## config.mk

```make
export PLATFORM = sky130hd
export DESIGN_NAME = bmp_pixel_stream_parser
export DESIGN_NICKNAME = d
export VERILOG_FILES = /design/src/rtl/bpsp_pkg.sv /design/src/rtl/bpsp_front.sv /design/src/rtl/bpsp_queue.sv /design/src/rtl/bpsp_back.sv /design/src/rtl/bmp_pixel_stream_parser.sv
export SDC_FILE = /design/constraint.sdc
export NUM_CORES = 1
export LEC_CHECK = 0
export ABC_AREA = 1
export BUFFER_PORTS_ARGS = -buffer_cell sky130_fd_sc_hd__clkbuf_2
export CAP_MARGIN = 20
export CORE_AREA = 2 2 278 280
export DETAILED_ROUTE_END_ITERATION = 8
export DIE_AREA = 0 0 280 282
export PLACE_DENSITY_LB_ADDON = 0.3
export SLEW_MARGIN = 20
export SYNTH_ARGS = -nofsm -noshare
export SYNTH_HDL_FRONTEND = slang
export SYNTH_SLANG_ARGS = --single-unit
export TNS_END_PERCENT = 10
```

## constraint.sdc

```tcl
create_clock -name clock -period 43.3 [get_ports clock]
set_clock_uncertainty 0.1 [all_clocks]
set_input_delay 4.33 -clock clock [delete_from_list [all_inputs] [get_ports clock]]
set_output_delay 4.33 -clock clock [all_outputs]
set_load 0.02 [all_outputs]
```

## src/rtl/bpsp_pkg.sv

```systemverilog
`timescale 1ns / 1ps
// shared types and constants of the bmp pixel stream parser
// no dependencies; imported by the front, queue, back and top level
package bpsp_pkg;

   localparam int HEADER_BYTES   = 54;
   // only the first 34 header bytes carry fields that are checked or used
   localparam int HDR_KEPT       = 34;
   localparam int COORD_W        = 16;
   localparam int COORD_BITS_DEF = 16;
   localparam int QUEUE_DEPTH    = 4;

   localparam int OFS_SIG    = 0;
   localparam int OFS_OFFSET = 10;
   localparam int OFS_INFO   = 14;
   localparam int OFS_WIDTH  = 18;
   localparam int OFS_HEIGHT = 22;
   localparam int OFS_DEPTH  = 28;
   localparam int OFS_COMP   = 30;

   localparam logic [15:0] BMP_SIGNATURE = 16'h4D42;
   localparam logic [31:0] INFO_SIZE     = 32'd40;
   localparam logic [15:0] PIXEL_DEPTH   = 16'd24;

   // window register indexes on the csr port
   localparam logic [1:0] REG_WIN_X = 2'd0;
   localparam logic [1:0] REG_WIN_Y = 2'd1;
   localparam logic [1:0] REG_WIN_W = 2'd2;
   localparam logic [1:0] REG_WIN_H = 2'd3;

   typedef enum logic [1:0] {
      KIND_PIXEL = 2'd0,
      KIND_DONE  = 2'd1,
      KIND_ERROR = 2'd2
   } kind_type;

   typedef enum logic [2:0] {
      ERR_SIGNATURE  = 3'd0,
      ERR_INFO_SIZE  = 3'd1,
      ERR_DEPTH      = 3'd2,
      ERR_COMPRESSED = 3'd3,
      ERR_SIZE_RANGE = 3'd4
   } err_type;

   typedef enum logic [1:0] {
      OP_BYTE   = 2'd0,
      OP_SETUP  = 2'd1,
      OP_RESULT = 2'd2
   } op_type;

   // one queue entry: a pixel data byte, an image setup or a finished result
   typedef struct packed {
      op_type      op;
      kind_type    kind;
      err_type     code;
      logic [7:0]  data;
      logic [15:0] eff_width;
      logic [15:0] rows;
      logic [15:0] cur_y;
      logic [17:0] row_bytes;
      logic        bottom_up;
   } entry_type;

   typedef struct packed {
      logic full;
      logic empty;
   } q_status_type;

endpackage

```

## src/rtl/bpsp_front.sv

```systemverilog
`timescale 1ns / 1ps
// front end: takes file bytes, gathers and checks the header, skips to the
// pixel data and forwards work entries; depends on bpsp_pkg
module bpsp_front import bpsp_pkg::*; #(
   parameter int COORD_BITS = COORD_BITS_DEF
) (
   input  logic        clock,
   input  logic        reset,
   input  logic        accept,
   input  logic        command,
   input  logic [7:0]  data_byte,
   input  logic [15:0] win_y,
   input  logic [15:0] win_w,
   input  logic [15:0] win_h,
   output logic        push,
   output entry_type   entry
);

   localparam int CNT_W = $clog2(HEADER_BYTES);

   typedef enum logic [1:0] {
      FR_IDLE,
      FR_HEADER,
      FR_SKIP,
      FR_PIXELS
   } phase_type;

   phase_type               phase_ff, phase_in;
   logic [CNT_W-1:0]        hdr_cnt_ff, hdr_cnt_in;
   logic [31:0]             skip_ff, skip_in;
   logic [8*HDR_KEPT-1:0]   hdr_sr_ff;

   logic [15:0] f_sig;
   logic [31:0] f_offset;
   logic [31:0] f_info;
   logic [31:0] f_width;
   logic [31:0] f_height;
   logic [15:0] f_depth;
   logic [31:0] f_comp;
   logic [31:0] hmag;
   logic        hdr_bad;
   err_type     hdr_code;
   logic [15:0] eff_w;
   logic [15:0] eff_h;
   logic [17:0] row_bytes;
   logic        bottom_up;
   logic [15:0] y_base;
   logic [31:0] skip_new;
   logic        hdr_last;
   logic        sr_shift;

   // bytes shift in from the top, so byte k ends at bits 8k
   assign f_sig    = hdr_sr_ff[8*OFS_SIG    +: 16];
   assign f_offset = hdr_sr_ff[8*OFS_OFFSET +: 32];
   assign f_info   = hdr_sr_ff[8*OFS_INFO   +: 32];
   assign f_width  = hdr_sr_ff[8*OFS_WIDTH  +: 32];
   assign f_height = hdr_sr_ff[8*OFS_HEIGHT +: 32];
   assign f_depth  = hdr_sr_ff[8*OFS_DEPTH  +: 16];
   assign f_comp   = hdr_sr_ff[8*OFS_COMP   +: 32];

   assign hmag = f_height[31] ? (32'd0 - f_height) : f_height;

   always_comb begin
      hdr_bad  = 1'b1;
      hdr_code = ERR_SIGNATURE;
      if (f_sig != BMP_SIGNATURE) begin
         hdr_code = ERR_SIGNATURE;
      end else if (f_info != INFO_SIZE) begin
         hdr_code = ERR_INFO_SIZE;
      end else if (f_depth != PIXEL_DEPTH) begin
         hdr_code = ERR_DEPTH;
      end else if (f_comp != 32'd0) begin
         hdr_code = ERR_COMPRESSED;
      end else if (f_width[31:16] != 16'd0 || hmag[31:16] != 16'd0) begin
         hdr_code = ERR_SIZE_RANGE;
      end else begin
         hdr_bad = 1'b0;
      end
   end

   assign eff_w     = (win_w < f_width[15:0]) ? win_w : f_width[15:0];
   assign eff_h     = (win_h < hmag[15:0]) ? win_h : hmag[15:0];
   // three bytes per pixel, rounded up to a multiple of four
   assign row_bytes = ({2'b00, f_width[15:0]} + {1'b0, f_width[15:0], 1'b0} + 18'd3)
                      & ~18'd3;
   assign bottom_up = (f_height != 32'd0) && !f_height[31];
   assign y_base    = bottom_up ? (win_y + eff_h - 16'd1) : win_y;
   assign skip_new  = (f_offset > 32'(HEADER_BYTES)) ? (f_offset - 32'(HEADER_BYTES))
                                                     : 32'd0;
   assign hdr_last  = (hdr_cnt_ff == CNT_W'(HEADER_BYTES - 1));
   assign sr_shift  = accept && !command && (phase_ff == FR_HEADER)
                      && (hdr_cnt_ff < CNT_W'(HDR_KEPT));

   always_comb begin
      phase_in   = phase_ff;
      hdr_cnt_in = hdr_cnt_ff;
      skip_in    = skip_ff;
      push       = 1'b0;
      entry      = '0;
      entry.op   = OP_BYTE;
      entry.data = data_byte;
      if (accept) begin
         if (command) begin
            phase_in   = FR_HEADER;
            hdr_cnt_in = '0;
         end else begin
            case (phase_ff)
               FR_HEADER: begin
                  if (!hdr_last) begin
                     hdr_cnt_in = hdr_cnt_ff + 1'b1;
                  end else begin
                     hdr_cnt_in = '0;
                     push       = 1'b1;
                     if (hdr_bad) begin
                        entry.op   = OP_RESULT;
                        entry.kind = KIND_ERROR;
                        entry.code = hdr_code;
                        phase_in   = FR_IDLE;
                     end else if (eff_h == 16'd0 || f_width[15:0] == 16'd0) begin
                        // empty image finishes on the last header byte
                        entry.op   = OP_RESULT;
                        entry.kind = KIND_DONE;
                        phase_in   = FR_IDLE;
                     end else begin
                        entry.op        = OP_SETUP;
                        entry.eff_width = eff_w;
                        entry.rows      = eff_h;
                        entry.cur_y     = COORD_W'(y_base[COORD_BITS-1:0]);
                        entry.row_bytes = row_bytes;
                        entry.bottom_up = bottom_up;
                        skip_in         = skip_new;
                        phase_in        = (skip_new != 32'd0) ? FR_SKIP : FR_PIXELS;
                     end
                  end
               end
               FR_SKIP: begin
                  skip_in = skip_ff - 32'd1;
                  if (skip_ff == 32'd1) begin
                     phase_in = FR_PIXELS;
                  end
               end
               FR_PIXELS: begin
                  push = 1'b1;
               end
               default: begin
               end
            endcase
         end
      end
   end

   always_ff @(posedge clock) begin
      if (reset) begin
         phase_ff   <= FR_IDLE;
         hdr_cnt_ff <= '0;
         skip_ff    <= '0;
      end else begin
         phase_ff   <= phase_in;
         hdr_cnt_ff <= hdr_cnt_in;
         skip_ff    <= skip_in;
      end
   end

   always_ff @(posedge clock) begin
      if (sr_shift) begin
         hdr_sr_ff <= {data_byte, hdr_sr_ff[8*HDR_KEPT-1:8]};
      end
   end

endmodule

```

## src/rtl/bpsp_queue.sv

```systemverilog
`timescale 1ns / 1ps
// short entry queue between front and back end
// depends on bpsp_pkg for the entry and status types
module bpsp_queue import bpsp_pkg::*; #(
   parameter int DEPTH = QUEUE_DEPTH
) (
   input  logic         clock,
   input  logic         reset,
   input  logic         push,
   input  entry_type    push_entry,
   input  logic         pop,
   output entry_type    head,
   output q_status_type status
);

   localparam int PTR_W = (DEPTH > 1) ? $clog2(DEPTH) : 1;
   localparam int CNT_W = $clog2(DEPTH + 1);

   entry_type        slot_ff [DEPTH];
   logic [PTR_W-1:0] wr_ptr_ff, rd_ptr_ff;
   logic [CNT_W-1:0] count_ff;
   logic             do_push, do_pop;

   assign status.full  = (count_ff == CNT_W'(DEPTH));
   assign status.empty = (count_ff == '0);
   assign do_push      = push && !status.full;
   assign do_pop       = pop && !status.empty;
   assign head         = slot_ff[rd_ptr_ff];

   always_ff @(posedge clock) begin
      if (reset) begin
         wr_ptr_ff <= '0;
         rd_ptr_ff <= '0;
         count_ff  <= '0;
      end else begin
         if (do_push) begin
            wr_ptr_ff <= (wr_ptr_ff == PTR_W'(DEPTH - 1)) ? '0 : wr_ptr_ff + 1'b1;
         end
         if (do_pop) begin
            rd_ptr_ff <= (rd_ptr_ff == PTR_W'(DEPTH - 1)) ? '0 : rd_ptr_ff + 1'b1;
         end
         if (do_push && !do_pop) begin
            count_ff <= count_ff + 1'b1;
         end else if (do_pop && !do_push) begin
            count_ff <= count_ff - 1'b1;
         end
      end
   end

   always_ff @(posedge clock) begin
      if (do_push) begin
         slot_ff[wr_ptr_ff] <= push_entry;
      end
   end

endmodule

```

## src/rtl/bpsp_back.sv

```systemverilog
`timescale 1ns / 1ps
// back end: walks pixel rows, pairs bgr triples into rgb pixels and holds
// the result register; depends on bpsp_pkg
module bpsp_back import bpsp_pkg::*; #(
   parameter int COORD_BITS = COORD_BITS_DEF
) (
   input  logic               clock,
   input  logic               reset,
   input  logic               q_valid,
   input  entry_type          q_entry,
   output logic               q_pop,
   input  logic [15:0]        win_x,
   input  logic               rsp_ready,
   output logic               rsp_valid,
   output logic [1:0]         rsp_kind,
   output logic [2:0]         rsp_error_code,
   output logic [COORD_W-1:0] rsp_px_x,
   output logic [COORD_W-1:0] rsp_px_y,
   output logic [7:0]         rsp_red,
   output logic [7:0]         rsp_green,
   output logic [7:0]         rsp_blue
);

   localparam logic [1:0] COMP_BLUE  = 2'd0;
   localparam logic [1:0] COMP_GREEN = 2'd1;
   localparam logic [1:0] COMP_RED   = 2'd2;

   typedef enum logic [1:0] {
      BK_IDLE,
      BK_PIXELS,
      BK_PENDING
   } state_type;

   state_type             state_ff, state_in;
   logic [17:0]           row_cnt_ff, row_cnt_in;
   logic [17:0]           rb_last_ff, rb_last_in;
   logic [1:0]            comp_ff, comp_in;
   logic [15:0]           idx_ff, idx_in;
   logic [15:0]           eff_w_ff, eff_w_in;
   logic [15:0]           rows_ff, rows_in;
   logic [COORD_BITS-1:0] y_ff, y_in;
   logic                  up_ff, up_in;
   logic [7:0]            blue_ff, blue_in;
   logic [7:0]            green_ff, green_in;

   logic                  valid_ff, valid_in;
   kind_type              kind_ff, kind_in;
   err_type               code_ff, code_in;
   logic [COORD_W-1:0]    x_out_ff, x_out_in;
   logic [COORD_W-1:0]    y_out_ff, y_out_in;
   logic [7:0]            r_out_ff, r_out_in;
   logic [7:0]            g_out_ff, g_out_in;
   logic [7:0]            b_out_ff, b_out_in;

   logic                  go;
   logic                  in_win;
   logic                  pix;
   logic                  row_end;
   logic [COORD_BITS-1:0] x_pix;

   assign go      = q_valid && (!valid_ff || rsp_ready);
   assign q_pop   = go;
   assign in_win  = idx_ff < eff_w_ff;
   assign pix     = in_win && (comp_ff == COMP_RED);
   assign row_end = (row_cnt_ff == rb_last_ff);
   assign x_pix   = win_x[COORD_BITS-1:0] + idx_ff[COORD_BITS-1:0];

   always_comb begin
      state_in   = state_ff;
      row_cnt_in = row_cnt_ff;
      rb_last_in = rb_last_ff;
      comp_in    = comp_ff;
      idx_in     = idx_ff;
      eff_w_in   = eff_w_ff;
      rows_in    = rows_ff;
      y_in       = y_ff;
      up_in      = up_ff;
      blue_in    = blue_ff;
      green_in   = green_ff;
      valid_in   = valid_ff && !rsp_ready;
      kind_in    = kind_ff;
      code_in    = code_ff;
      x_out_in   = x_out_ff;
      y_out_in   = y_out_ff;
      r_out_in   = r_out_ff;
      g_out_in   = g_out_ff;
      b_out_in   = b_out_ff;
      if (go) begin
         case (q_entry.op)
            OP_RESULT: begin
               valid_in = 1'b1;
               kind_in  = q_entry.kind;
               code_in  = q_entry.code;
               x_out_in = '0;
               y_out_in = '0;
               r_out_in = '0;
               g_out_in = '0;
               b_out_in = '0;
               state_in = BK_IDLE;
            end
            OP_SETUP: begin
               row_cnt_in = '0;
               rb_last_in = q_entry.row_bytes - 18'd1;
               comp_in    = COMP_BLUE;
               idx_in     = '0;
               eff_w_in   = q_entry.eff_width;
               rows_in    = q_entry.rows;
               y_in       = q_entry.cur_y[COORD_BITS-1:0];
               up_in      = q_entry.bottom_up;
               state_in   = BK_PIXELS;
            end
            OP_BYTE: begin
               case (state_ff)
                  BK_PENDING: begin
                     // the beat after the pixel that ends the last row carries the done result
                     valid_in = 1'b1;
                     kind_in  = KIND_DONE;
                     code_in  = ERR_SIGNATURE;
                     x_out_in = '0;
                     y_out_in = '0;
                     r_out_in = '0;
                     g_out_in = '0;
                     b_out_in = '0;
                     state_in = BK_IDLE;
                  end
                  BK_PIXELS: begin
                     if (in_win && comp_ff == COMP_BLUE) begin
                        blue_in = q_entry.data;
                     end
                     if (in_win && comp_ff == COMP_GREEN) begin
                        green_in = q_entry.data;
                     end
                     if (pix) begin
                        valid_in = 1'b1;
                        kind_in  = KIND_PIXEL;
                        code_in  = ERR_SIGNATURE;
                        x_out_in = COORD_W'(x_pix);
                        y_out_in = COORD_W'(y_ff);
                        r_out_in = q_entry.data;
                        g_out_in = green_ff;
                        b_out_in = blue_ff;
                     end
                     if (row_end) begin
                        row_cnt_in = '0;
                        comp_in    = COMP_BLUE;
                        idx_in     = '0;
                        rows_in    = rows_ff - 16'd1;
                        y_in       = up_ff ? (y_ff - 1'b1) : (y_ff + 1'b1);
                        if (rows_ff == 16'd1) begin
                           if (pix) begin
                              state_in = BK_PENDING;
                           end else begin
                              valid_in = 1'b1;
                              kind_in  = KIND_DONE;
                              code_in  = ERR_SIGNATURE;
                              x_out_in = '0;
                              y_out_in = '0;
                              r_out_in = '0;
                              g_out_in = '0;
                              b_out_in = '0;
                              state_in = BK_IDLE;
                           end
                        end
                     end else begin
                        row_cnt_in = row_cnt_ff + 18'd1;
                        if (comp_ff == COMP_RED) begin
                           comp_in = COMP_BLUE;
                           idx_in  = idx_ff + 16'd1;
                        end else begin
                           comp_in = comp_ff + 2'd1;
                        end
                     end
                  end
                  default: begin
                  end
               endcase
            end
            default: begin
            end
         endcase
      end
   end

   always_ff @(posedge clock) begin
      if (reset) begin
         state_ff <= BK_IDLE;
         valid_ff <= 1'b0;
      end else begin
         state_ff <= state_in;
         valid_ff <= valid_in;
      end
      row_cnt_ff <= row_cnt_in;
      rb_last_ff <= rb_last_in;
      comp_ff    <= comp_in;
      idx_ff     <= idx_in;
      eff_w_ff   <= eff_w_in;
      rows_ff    <= rows_in;
      y_ff       <= y_in;
      up_ff      <= up_in;
      blue_ff    <= blue_in;
      green_ff   <= green_in;
      kind_ff    <= kind_in;
      code_ff    <= code_in;
      x_out_ff   <= x_out_in;
      y_out_ff   <= y_out_in;
      r_out_ff   <= r_out_in;
      g_out_ff   <= g_out_in;
      b_out_ff   <= b_out_in;
   end

   assign rsp_valid      = valid_ff;
   assign rsp_kind       = kind_ff;
   assign rsp_error_code = code_ff;
   assign rsp_px_x       = x_out_ff;
   assign rsp_px_y       = y_out_ff;
   assign rsp_red        = r_out_ff;
   assign rsp_green      = g_out_ff;
   assign rsp_blue       = b_out_ff;

endmodule

```

## src/rtl/bmp_pixel_stream_parser.sv

```systemverilog
`timescale 1ns / 1ps
// top level of the bmp pixel stream parser: window registers on the csr port,
// front end, entry queue and back end; depends on bpsp_pkg and the bpsp_ modules
//
// usage: a start beat (req_command = 1) opens an image, then every file byte
// goes in as one data beat (req_command = 0). the 54-byte header is checked
// (signature, info size, 24-bit depth, no compression, size range); a failure
// gives one error result. pixel beats give one rgb pixel result per file
// triple inside the window, then one done result after the last row.
// window registers win_x, win_y, win_w, win_h sit at byte addresses 0, 4, 8
// and 12 and are read when the header completes (win_x as pixels go out).
// throughput is one beat per cycle while the receiver keeps up: the front end
// handles every beat in the cycle it is accepted, and the back end retires
// one queue entry per cycle while its result register is free or being taken.
// an accepted beat is registered in the entry queue, then in the result register.
// when the receiver stalls, the result register holds, the back end stops
// and the four-entry queue absorbs beats until req_ready drops.
// reset clears the window registers, the queue, the front end state and the
// back end state and valid flag; the block takes beats with no clearing pass.
module bmp_pixel_stream_parser import bpsp_pkg::*; #(
   parameter int COORD_BITS = COORD_BITS_DEF,
   parameter int Q_DEPTH    = QUEUE_DEPTH
) (
   input  logic               clock,
   input  logic               reset,
   input  logic               req_valid,
   output logic               req_ready,
   input  logic               req_command,
   input  logic [7:0]         req_data_byte,
   output logic               rsp_valid,
   input  logic               rsp_ready,
   output logic [1:0]         rsp_kind,
   output logic [2:0]         rsp_error_code,
   output logic [COORD_W-1:0] rsp_px_x,
   output logic [COORD_W-1:0] rsp_px_y,
   output logic [7:0]         rsp_red,
   output logic [7:0]         rsp_green,
   output logic [7:0]         rsp_blue,
   input  logic               csr_psel,
   input  logic               csr_penable,
   input  logic               csr_pwrite,
   input  logic [3:0]         csr_paddr,
   input  logic [31:0]        csr_pwdata,
   output logic [31:0]        csr_prdata,
   output logic               csr_pready
);

   logic [15:0]  win_x_ff, win_y_ff, win_w_ff, win_h_ff;
   logic         csr_wr;
   logic         accept;
   logic         q_push;
   logic         q_pop;
   entry_type    q_in_entry;
   entry_type    q_head;
   q_status_type q_status;

   assign csr_pready = 1'b1;
   assign csr_wr     = csr_psel && csr_penable && csr_pwrite && csr_pready;

   always_ff @(posedge clock) begin
      if (reset) begin
         win_x_ff <= '0;
         win_y_ff <= '0;
         win_w_ff <= '0;
         win_h_ff <= '0;
      end else if (csr_wr) begin
         case (csr_paddr[3:2])
            REG_WIN_X: win_x_ff <= csr_pwdata[15:0];
            REG_WIN_Y: win_y_ff <= csr_pwdata[15:0];
            REG_WIN_W: win_w_ff <= csr_pwdata[15:0];
            REG_WIN_H: win_h_ff <= csr_pwdata[15:0];
            default: begin
            end
         endcase
      end
   end

   always_comb begin
      case (csr_paddr[3:2])
         REG_WIN_X: csr_prdata = {16'd0, win_x_ff};
         REG_WIN_Y: csr_prdata = {16'd0, win_y_ff};
         REG_WIN_W: csr_prdata = {16'd0, win_w_ff};
         REG_WIN_H: csr_prdata = {16'd0, win_h_ff};
         default:   csr_prdata = '0;
      endcase
   end

   assign req_ready = !q_status.full;
   assign accept    = req_valid && req_ready;

   bpsp_front #(
      .COORD_BITS (COORD_BITS)
   ) u_front (
      .clock     (clock),
      .reset     (reset),
      .accept    (accept),
      .command   (req_command),
      .data_byte (req_data_byte),
      .win_y     (win_y_ff),
      .win_w     (win_w_ff),
      .win_h     (win_h_ff),
      .push      (q_push),
      .entry     (q_in_entry)
   );

   bpsp_queue #(
      .DEPTH (Q_DEPTH)
   ) u_queue (
      .clock      (clock),
      .reset      (reset),
      .push       (q_push),
      .push_entry (q_in_entry),
      .pop        (q_pop),
      .head       (q_head),
      .status     (q_status)
   );

   bpsp_back #(
      .COORD_BITS (COORD_BITS)
   ) u_back (
      .clock          (clock),
      .reset          (reset),
      .q_valid        (!q_status.empty),
      .q_entry        (q_head),
      .q_pop          (q_pop),
      .win_x          (win_x_ff),
      .rsp_ready      (rsp_ready),
      .rsp_valid      (rsp_valid),
      .rsp_kind       (rsp_kind),
      .rsp_error_code (rsp_error_code),
      .rsp_px_x       (rsp_px_x),
      .rsp_px_y       (rsp_px_y),
      .rsp_red        (rsp_red),
      .rsp_green      (rsp_green),
      .rsp_blue       (rsp_blue)
   );

`ifndef SYNTHESIS
   a_reset_no_result: assert property (@(posedge clock) reset |=> !rsp_valid)
      else $error("result valid right after reset");

   a_pop_needs_entry: assert property (@(posedge clock) disable iff (reset)
      q_pop |-> !q_status.empty)
      else $error("back end popped an empty queue");

   a_pixel_code_zero: assert property (@(posedge clock) disable iff (reset)
      (rsp_valid && rsp_kind == KIND_PIXEL) |-> (rsp_error_code == ERR_SIGNATURE))
      else $error("pixel result with nonzero error code");

   a_queue_sane: assert property (@(posedge clock) disable iff (reset)
      !(q_status.full && q_status.empty))
      else $error("queue full and empty at once");
`endif

endmodule

```

==> results of run 1 <==
-- cell usage in the layout, fill, tap and decap left out, types with 19 or more instances in the layout --
cell / netlist / routed
a211oi_1: 32 / 32
a21oi_1: 214 / 213
a32o_1: 19 / 19
buf_4: 18 / 34
clkbuf_16: 0 / 92
clkbuf_2: 0 / 112
dfxtp_1: 116 / 114
edfxtp_1: 770 / 770
ha_1: 152 / 152
inv_1: 338 / 336
nand2_1: 560 / 559
nand3_1: 130 / 130
nand4_1: 58 / 58
nor2_1: 596 / 585
nor3_1: 51 / 49
nor4_1: 47 / 47
o21ai_0: 344 / 344
o22ai_1: 58 / 58
xnor2_1: 39 / 39
xor2_1: 97 / 97
-- cells in the mapped netlist, drive strengths merged, types with 33 or more instances --
master,n,share of area
buf,40,0.0065
nor3,51,0.0062
ha,152,0.046
nand2,566,0.052
dfxtp,116,0.056
a21oi,214,0.026
xor2,97,0.020
nand4,59,0.0091
nor4,47,0.0071
o21ai,345,0.042
a211oi,33,0.0061
edfxtp,770,0.56
inv,346,0.031
nor2,607,0.056
clkbuf,125,0.011
xnor2,39,0.0082
o22ai,58,0.0088
nand3,141,0.019
-- per-layer routing --
layer | up-vias | share of wire
li1 | 14100 | -
met1 | 13800 | 0.46
met2 | 1091 | 0.44
met3 | 180 | 0.083
met4 | 2 | 0.026
met5 | - | 0.000074
-- through the flow --
step                       util  worst slack (ps)  power [mW]  cells
after global placement    0.567             32990        1.51   4944
after CTS                 0.607             32950        2.31   5111
after global routing      0.607             32870        2.40   5112
final                     0.607             32940        2.30   5112
after floorplan               -             26180        1.39   3986
after detailed placement  0.567             32960        1.52   4944
-- how the worst min path moves through the flow --
stage                           startpoint                     end  slack, ps  depth (start not counted)
detailed placement   u_front.hdr_sr_ff[21]   u_front.hdr_sr_ff[13]        300                          0
global route         u_front.hdr_sr_ff[44]   u_front.hdr_sr_ff[36]        320                          0
floorplan            u_front.hdr_sr_ff[18]   u_front.hdr_sr_ff[10]        300                          0
global placement     u_front.hdr_sr_ff[75]   u_front.hdr_sr_ff[67]        300                          0
CTS                  u_front.hdr_sr_ff[53]   u_front.hdr_sr_ff[45]        320                          0
finish              u_front.hdr_sr_ff[212]  u_front.hdr_sr_ff[204]        310                          0
-- sequential cells by signal, indices dropped and copies added (netlist names), 18 cells and up, named ones only --
signal / cells
u_back.row_cnt_ff: 18
u_front.hdr_sr_ff: 272
u_front.skip_ff: 32
u_queue.slot_ff: 320
-- power by group --
part           internal (mW)  switching (mW)
logic                  0.137           0.314
registers               1.01          0.0496
clock network          0.459           0.325
total                   1.61           0.689
-- critical path: stages --
cell       delay [ps]
clkbuf_2          110
nor2_1            840
nand2_1           120
o2111ai_1         250
clkbuf_2          260
-- layout make-up --
| cell class | count | area (um2) | share of cell area |
|---|---|---|---|
| clock inverter | 54 | 607 | 0.0132 |
| multi-input combinational | 2588 | 14100 | 0.308 |
| timing repair buffer | 146 | 816 | 0.0178 |
| clock buffer | 113 | 2420 | 0.0527 |
| tap | 978 | 1220 | 0.0266 |
| inverter | 347 | 1310 | 0.0284 |
| sequential | 886 | 25400 | 0.554 |
-- cell families after synthesis --
kind of cell,count (synthesis),synth area share
simple gates,1520,0.157
compound gates,759,0.104
fa+ha+maj,156,0.0478
flops,886,0.614
buf+inv,512,0.0492
other cells,2,0.000181
xor+xnor,136,0.0287
==> qor.csv, run 1 <==
stage;metric;value;unit
critical_path;Reg2Reg Setup Slack;36470;ps
placed_design;PortBufs;112;
global_routing;met1 usage;0.353;
logic_synthesis;ys flop type;edfxtp_1;
clock_network;Inserted Clock Buffers;91;
routing;DRT iter0 DRCs;3025;
logic_synthesis;Yosys Warn Count;0;
die;num rows;101;
logic_synthesis;Yosys reg bits;886;
routing;first-pass detailed-route iteration total;6;
logic_synthesis;Post-synth EDFFs;770;
critical_path;Setup crit start;csr_paddr[3];
global_routing;Most Crowded Layer GR;met2;
final_layout;Filler Cell Count;6079;
critical_path;worst r2r src;u_front.hdr_sr_ff[207];
routing;DRC viols;0;
die;die height;282;um
routing;WL/cell;18.6;um
sta;final setup fails;0;
sta;relative max-transition margin;0.265;
sta;Min Hold Slack;314;ps
clock_network;hold buffer count at CTS;0;
global_routing;first-pass GRT wire length;148;mm
run;Max-Cap Viols;0;
logic_synthesis;Post-Synthesis Cells;3971;
sta;Slew @ Worst Pin;1100;ps
global_routing;number of global-route vias before repair;26800;
critical_path;critical path class;primary input to output port;
logic_synthesis;Avg Inst Size Synth;10.4;um2
critical_path;CP arrival;5930;ps
worst_hold_path;type of the most critical hold path;flip-flop to flip-flop;
global_routing;largest net degree at the start of global routing;99;
logic_synthesis;synthesized cell area;41500;um2
sta;Max Slew Vio Count;0;
clock_network;setup bufs post-CTS;0;
global_routing;met2 Usage GRT;0.365;
die;Die X;280;um
sta;minimum clock period;10360;ps
clock_network;CTS tree;yes;
critical_path;worst flop-to-flop path endpoint;u_queue.slot_ff[1][32];
clock_network;CTS resizes;0;
clock_network;htree depth;3;
clock_network;Reg clk slew, reported paths;60;ps
final_layout;Final Cell Area;46000;um2
placed_design;placed cell area;42900;um2
clock_network;Bufs on Longest Clock Path;3;
die;Boundary Pins;148;
power;Peak VDD IR;0.0000348;V
die;die area;79000;um2
sta;RSZ-0062 raised after global routing;false;
clock_network;clock sink count;886;
sta;Hold Violations, Final;0;
critical_path;reg2reg path depth;34;
die;core area;75700;um2
global_routing;GRT met3 Usage;0.0445;
logic_synthesis;register area share after synthesis;0.614;
critical_path;crit end category;output port;
final_layout;share of cells above drive strength 1;0.0851;
status;status;completed;
logic_synthesis;FFs w/ async S/R, synth;0;
final_layout;Area Growth Syn to Fin;10.8;%
global_routing;GRT Util Overall;0.240;
clock_network;clock root buffer;clkbuf_16;
power;Leakage;16.8;nW
routing;Routed WL;95.2;mm
critical_path;CP Launch Type;primary input;
sta;setup TNS;0;ps
power;Pwr Density;49.9;nW/um2
sta;fmax;96.5;MHz
global_routing;gr ovfl total;0;
critical_path;Max FO, Critical Path;17;
final_layout;# nets final;4268;
logic_synthesis;library cells used by synthesis;65;
die;Starting Density;0.548;
critical_path;CP endpoint;csr_prdata[14];
clock_network;worst skew pair latency;650;ps
critical_path;required time worst endpoint;38870;ps
placed_design;HPWL Detailed;64.2;mm
sta;period utilization;0.239;
placed_design;GPL Wtd Cong;0.918;
final_layout;n_diodes;0;
global_routing;antenna violations before repair;2;
routing;via count;29200;
routing;Routed Antenna Nets;0;
routing;Via density;5.71;
Power figures use the tool's default switching activity.
==> run 2: changes to the inputs <==
==> constraint.sdc (replaced) <==
create_clock -name clock -period 9.9 [get_ports clock]
set_clock_uncertainty 0.1 [all_clocks]
set_input_delay 0.99 -clock clock [delete_from_list [all_inputs] [get_ports clock]]
set_output_delay 0.99 -clock clock [all_outputs]
set_load 0.02 [all_outputs]
==> qor.csv, run 2 (same netlist as run 1, synthesis figures left out) <==
stage;metric;value;unit;change
sta;final setup fails;0;;unchanged
global_routing;number of global-route vias before repair;26900;;was 26.8k
global_routing;GRT Util Overall;0.240;;about the same
critical_path;WP depth;34;;was 5
final_layout;Final Non-Filler Cells;5114;;was 5112
sta;Slew @ Worst Pin;1060;ps;was 1100 ps
final_layout;share of cells above drive strength 1;0.0858;;was 0.0851
run;Max-Cap Viols;0;;unchanged
clock_network;htree depth;3;;unchanged
global_routing;gr ovfl total;0;;unchanged
global_routing;first-pass GRT wire length;149;mm;was 148 mm
die;Die X;280;um;unchanged
global_routing;largest net degree at the start of global routing;182;;was 99
sta;Max Slew Vio Count;0;;unchanged
clock_network;clock sink count;886;;unchanged
sta;Hold Violations, Final;0;;unchanged
final_layout;n_diodes;0;;unchanged
sta;Final WS setup;3420;ps;was 32940 ps
sta;minimum clock period;6480;ps;
routing;WL/cell;18.7;um;was 18.6 um
critical_path;crit-path max cell delay;960;ps;was 840 ps
routing;Via density;5.71;;about the same
worst_hold_path;hold depth;0;;unchanged
placed_design;PortBufs;112;;unchanged
clock_network;Reg clk slew, reported paths;60;ps;about the same
final_layout;Largest regs;u_queue.slot_ff (320), u_front.hdr_sr_ff (272), u_front.skip_ff (32);;unchanged
critical_path;CP max stage cell;edfxtp_1;;was nor2_1
die;die area;79000;um2;unchanged
clock_network;clock root buffer;clkbuf_16;;unchanged
sta;setup TNS;0;ps;unchanged
critical_path;Buf+Inv Stages, Crit Path;7;;was 2
placed_design;HPWL Detailed;65.0;mm;was 64.2 mm
routing;M1 WL;43.0;mm;was 43.3 mm
final_layout;# nets final;4268;;unchanged
critical_path;reg2reg path depth;34;;unchanged
sta;Min Hold Slack;313;ps;was 314 ps
power;Peak VDD IR;0.000132;V;was 0.0000348 V
critical_path;most frequent CP cell;inv_1;;was clkbuf_2
critical_path;Max FO, Critical Path;29;;was 17
power;Pwr Density;217;nW/um2;was 49.9 nW/um2
routing;DRT iter0 DRCs;2976;;was 3025
routing;DRC viols;0;;unchanged
die;Boundary Pins;148;;unchanged
critical_path;crit end category;flip-flop;;was output port
final_layout;most common cell after layout, fill and taps aside;edfxtp_1;;unchanged
routing;first-pass detailed-route iteration total;6;;unchanged
die;Starting Density;0.548;;unchanged
placed_design;placed insts;4943;;was 4944
global_routing;antenna violations before repair;2;;unchanged
critical_path;CP arrival;6840;ps;was 5930 ps
sta;fmax;154;MHz;
die;die height;282;um;unchanged
die;core area;75700;um2;unchanged
critical_path;CP delay by family, top;simple AND/OR/NAND/NOR gates;;unchanged
critical_path;CP Launch Type;flip-flop;;was primary input
final_layout;Filler Cell Count;6030;;was 6079
routing;Routed WL;95.6;mm;was 95.2 mm
clock_network;Inserted Clock Buffers;91;;unchanged
sta;relative max-transition margin;0.289;;was 0.265
placed_design;GPL Wtd Cong;0.919;;was 0.918
power;Leakage;16.8;nW;about the same
status;status;completed;;unchanged
routing;top layer used by detailed routing;met5;;unchanged
final_layout;multi-input logic area;14100;um2;unchanged
final_layout;commonest non-fill, non-tap cells in the layout;edfxtp_1 (770), nor2_1 (583), nand2_1 (559);;was edfxtp_1 (770), nor2_1 (585), nand2_1 (559)
critical_path;required time worst endpoint;10250;ps;was 38870 ps
final_layout;Area Growth Syn to Fin;10.7;%;was 10.8%
clock_network;worst skew pair latency;650;ps;about the same
sta;RSZ-0062 raised after global routing;false;;unchanged
clock_network;hold buffer count at CTS;0;;unchanged
clock_network;Bufs on Longest Clock Path;3;;unchanged
final_layout;Largest Register;u_queue.slot_ff;;unchanged
final_layout;Storage cell area;25400;um2;unchanged
clock_network;CTS tree;yes;;unchanged
routing;met2 wire len;41.5;mm;about the same
worst_hold_path;type of the most critical hold path;flip-flop to flip-flop;;unchanged
placed_design;pre-CTS WS;3520;ps;was 32960 ps
sta;period utilization;0.655;;
routing;Routed Antenna Nets;0;;unchanged
routing;wire length on met3;9.12;mm;was 7.89 mm
clock_network;CTS resizes;0;;unchanged
die;num rows;101;;unchanged
clock_network;setup bufs post-CTS;0;;unchanged
routing;via count;29200;;about the same
final_layout;number of flip-flops in the largest register;320;;unchanged
critical_path;critical path class;flip-flop to flip-flop;;was primary input to output port
run 2: cell type report:
cell class / count / share of cell area
well taps: 978 / 0.0267
clock buffers: 112 / 0.0513
multi-input cells: 2588 / 0.308
clock inverters: 57 / 0.0125
flip-flops and latches: 886 / 0.554
inverters: 347 / 0.0284
repair buffers: 146 / 0.0189
run 2: through the flow:
step / util / total power, mW / instance area (um2)
6_report: 0.607 / 9.96 / 45900
5_1_grt: 0.607 / 10.4 / 45900
4_1_cts: 0.606 / 10.0 / 45900
3_5_place_dp: 0.567 / 6.66 / 42900
3_3_place_gp: 0.567 / 6.61 / 42900
2_1_floorplan: - / 6.09 / 41500
run 2: layer usage:
| metal | global-route usage | vias to the layer above |
|---|---|---|
| li1 | - | 14100 |
| met1 | 0.359 | 13800 |
| met2 | 0.359 | 1175 |
| met3 | 0.0485 | 121 |
| met4 | 0.0635 | 2 |
| met5 | 0 | - |
run 2: worst paths after layout:
kind	start	end	slack, ps
min reg2reg	u_front.hdr_sr_ff[54]	u_front.hdr_sr_ff[46]	310
max	u_front.hdr_sr_ff[207]	u_queue.slot_ff[3][32]	3420
max reg2reg	u_front.hdr_sr_ff[207]	u_queue.slot_ff[3][32]	3420
min	u_front.hdr_sr_ff[54]	u_front.hdr_sr_ff[46]	310
run 2: report_power, final:
part / internal, mW / switching [mW]
clock: 1.92 / 1.43
combinational: 0.606 / 1.36
sequential: 4.42 / 0.214
total: 6.95 / 3.01
run 2: worst register-to-register path, delay by kind of cell, from the launching register on:
| kind | cells | cell delay, ps |
|---|---|---|
| simple gates | 13 | 1920 |
| compound gates | 8 | 960 |
| flops | 1 | 960 |
| buf+inv | 7 | 890 |
| fa+ha+maj | 4 | 1130 |
| xor+xnor | 2 | 330 |
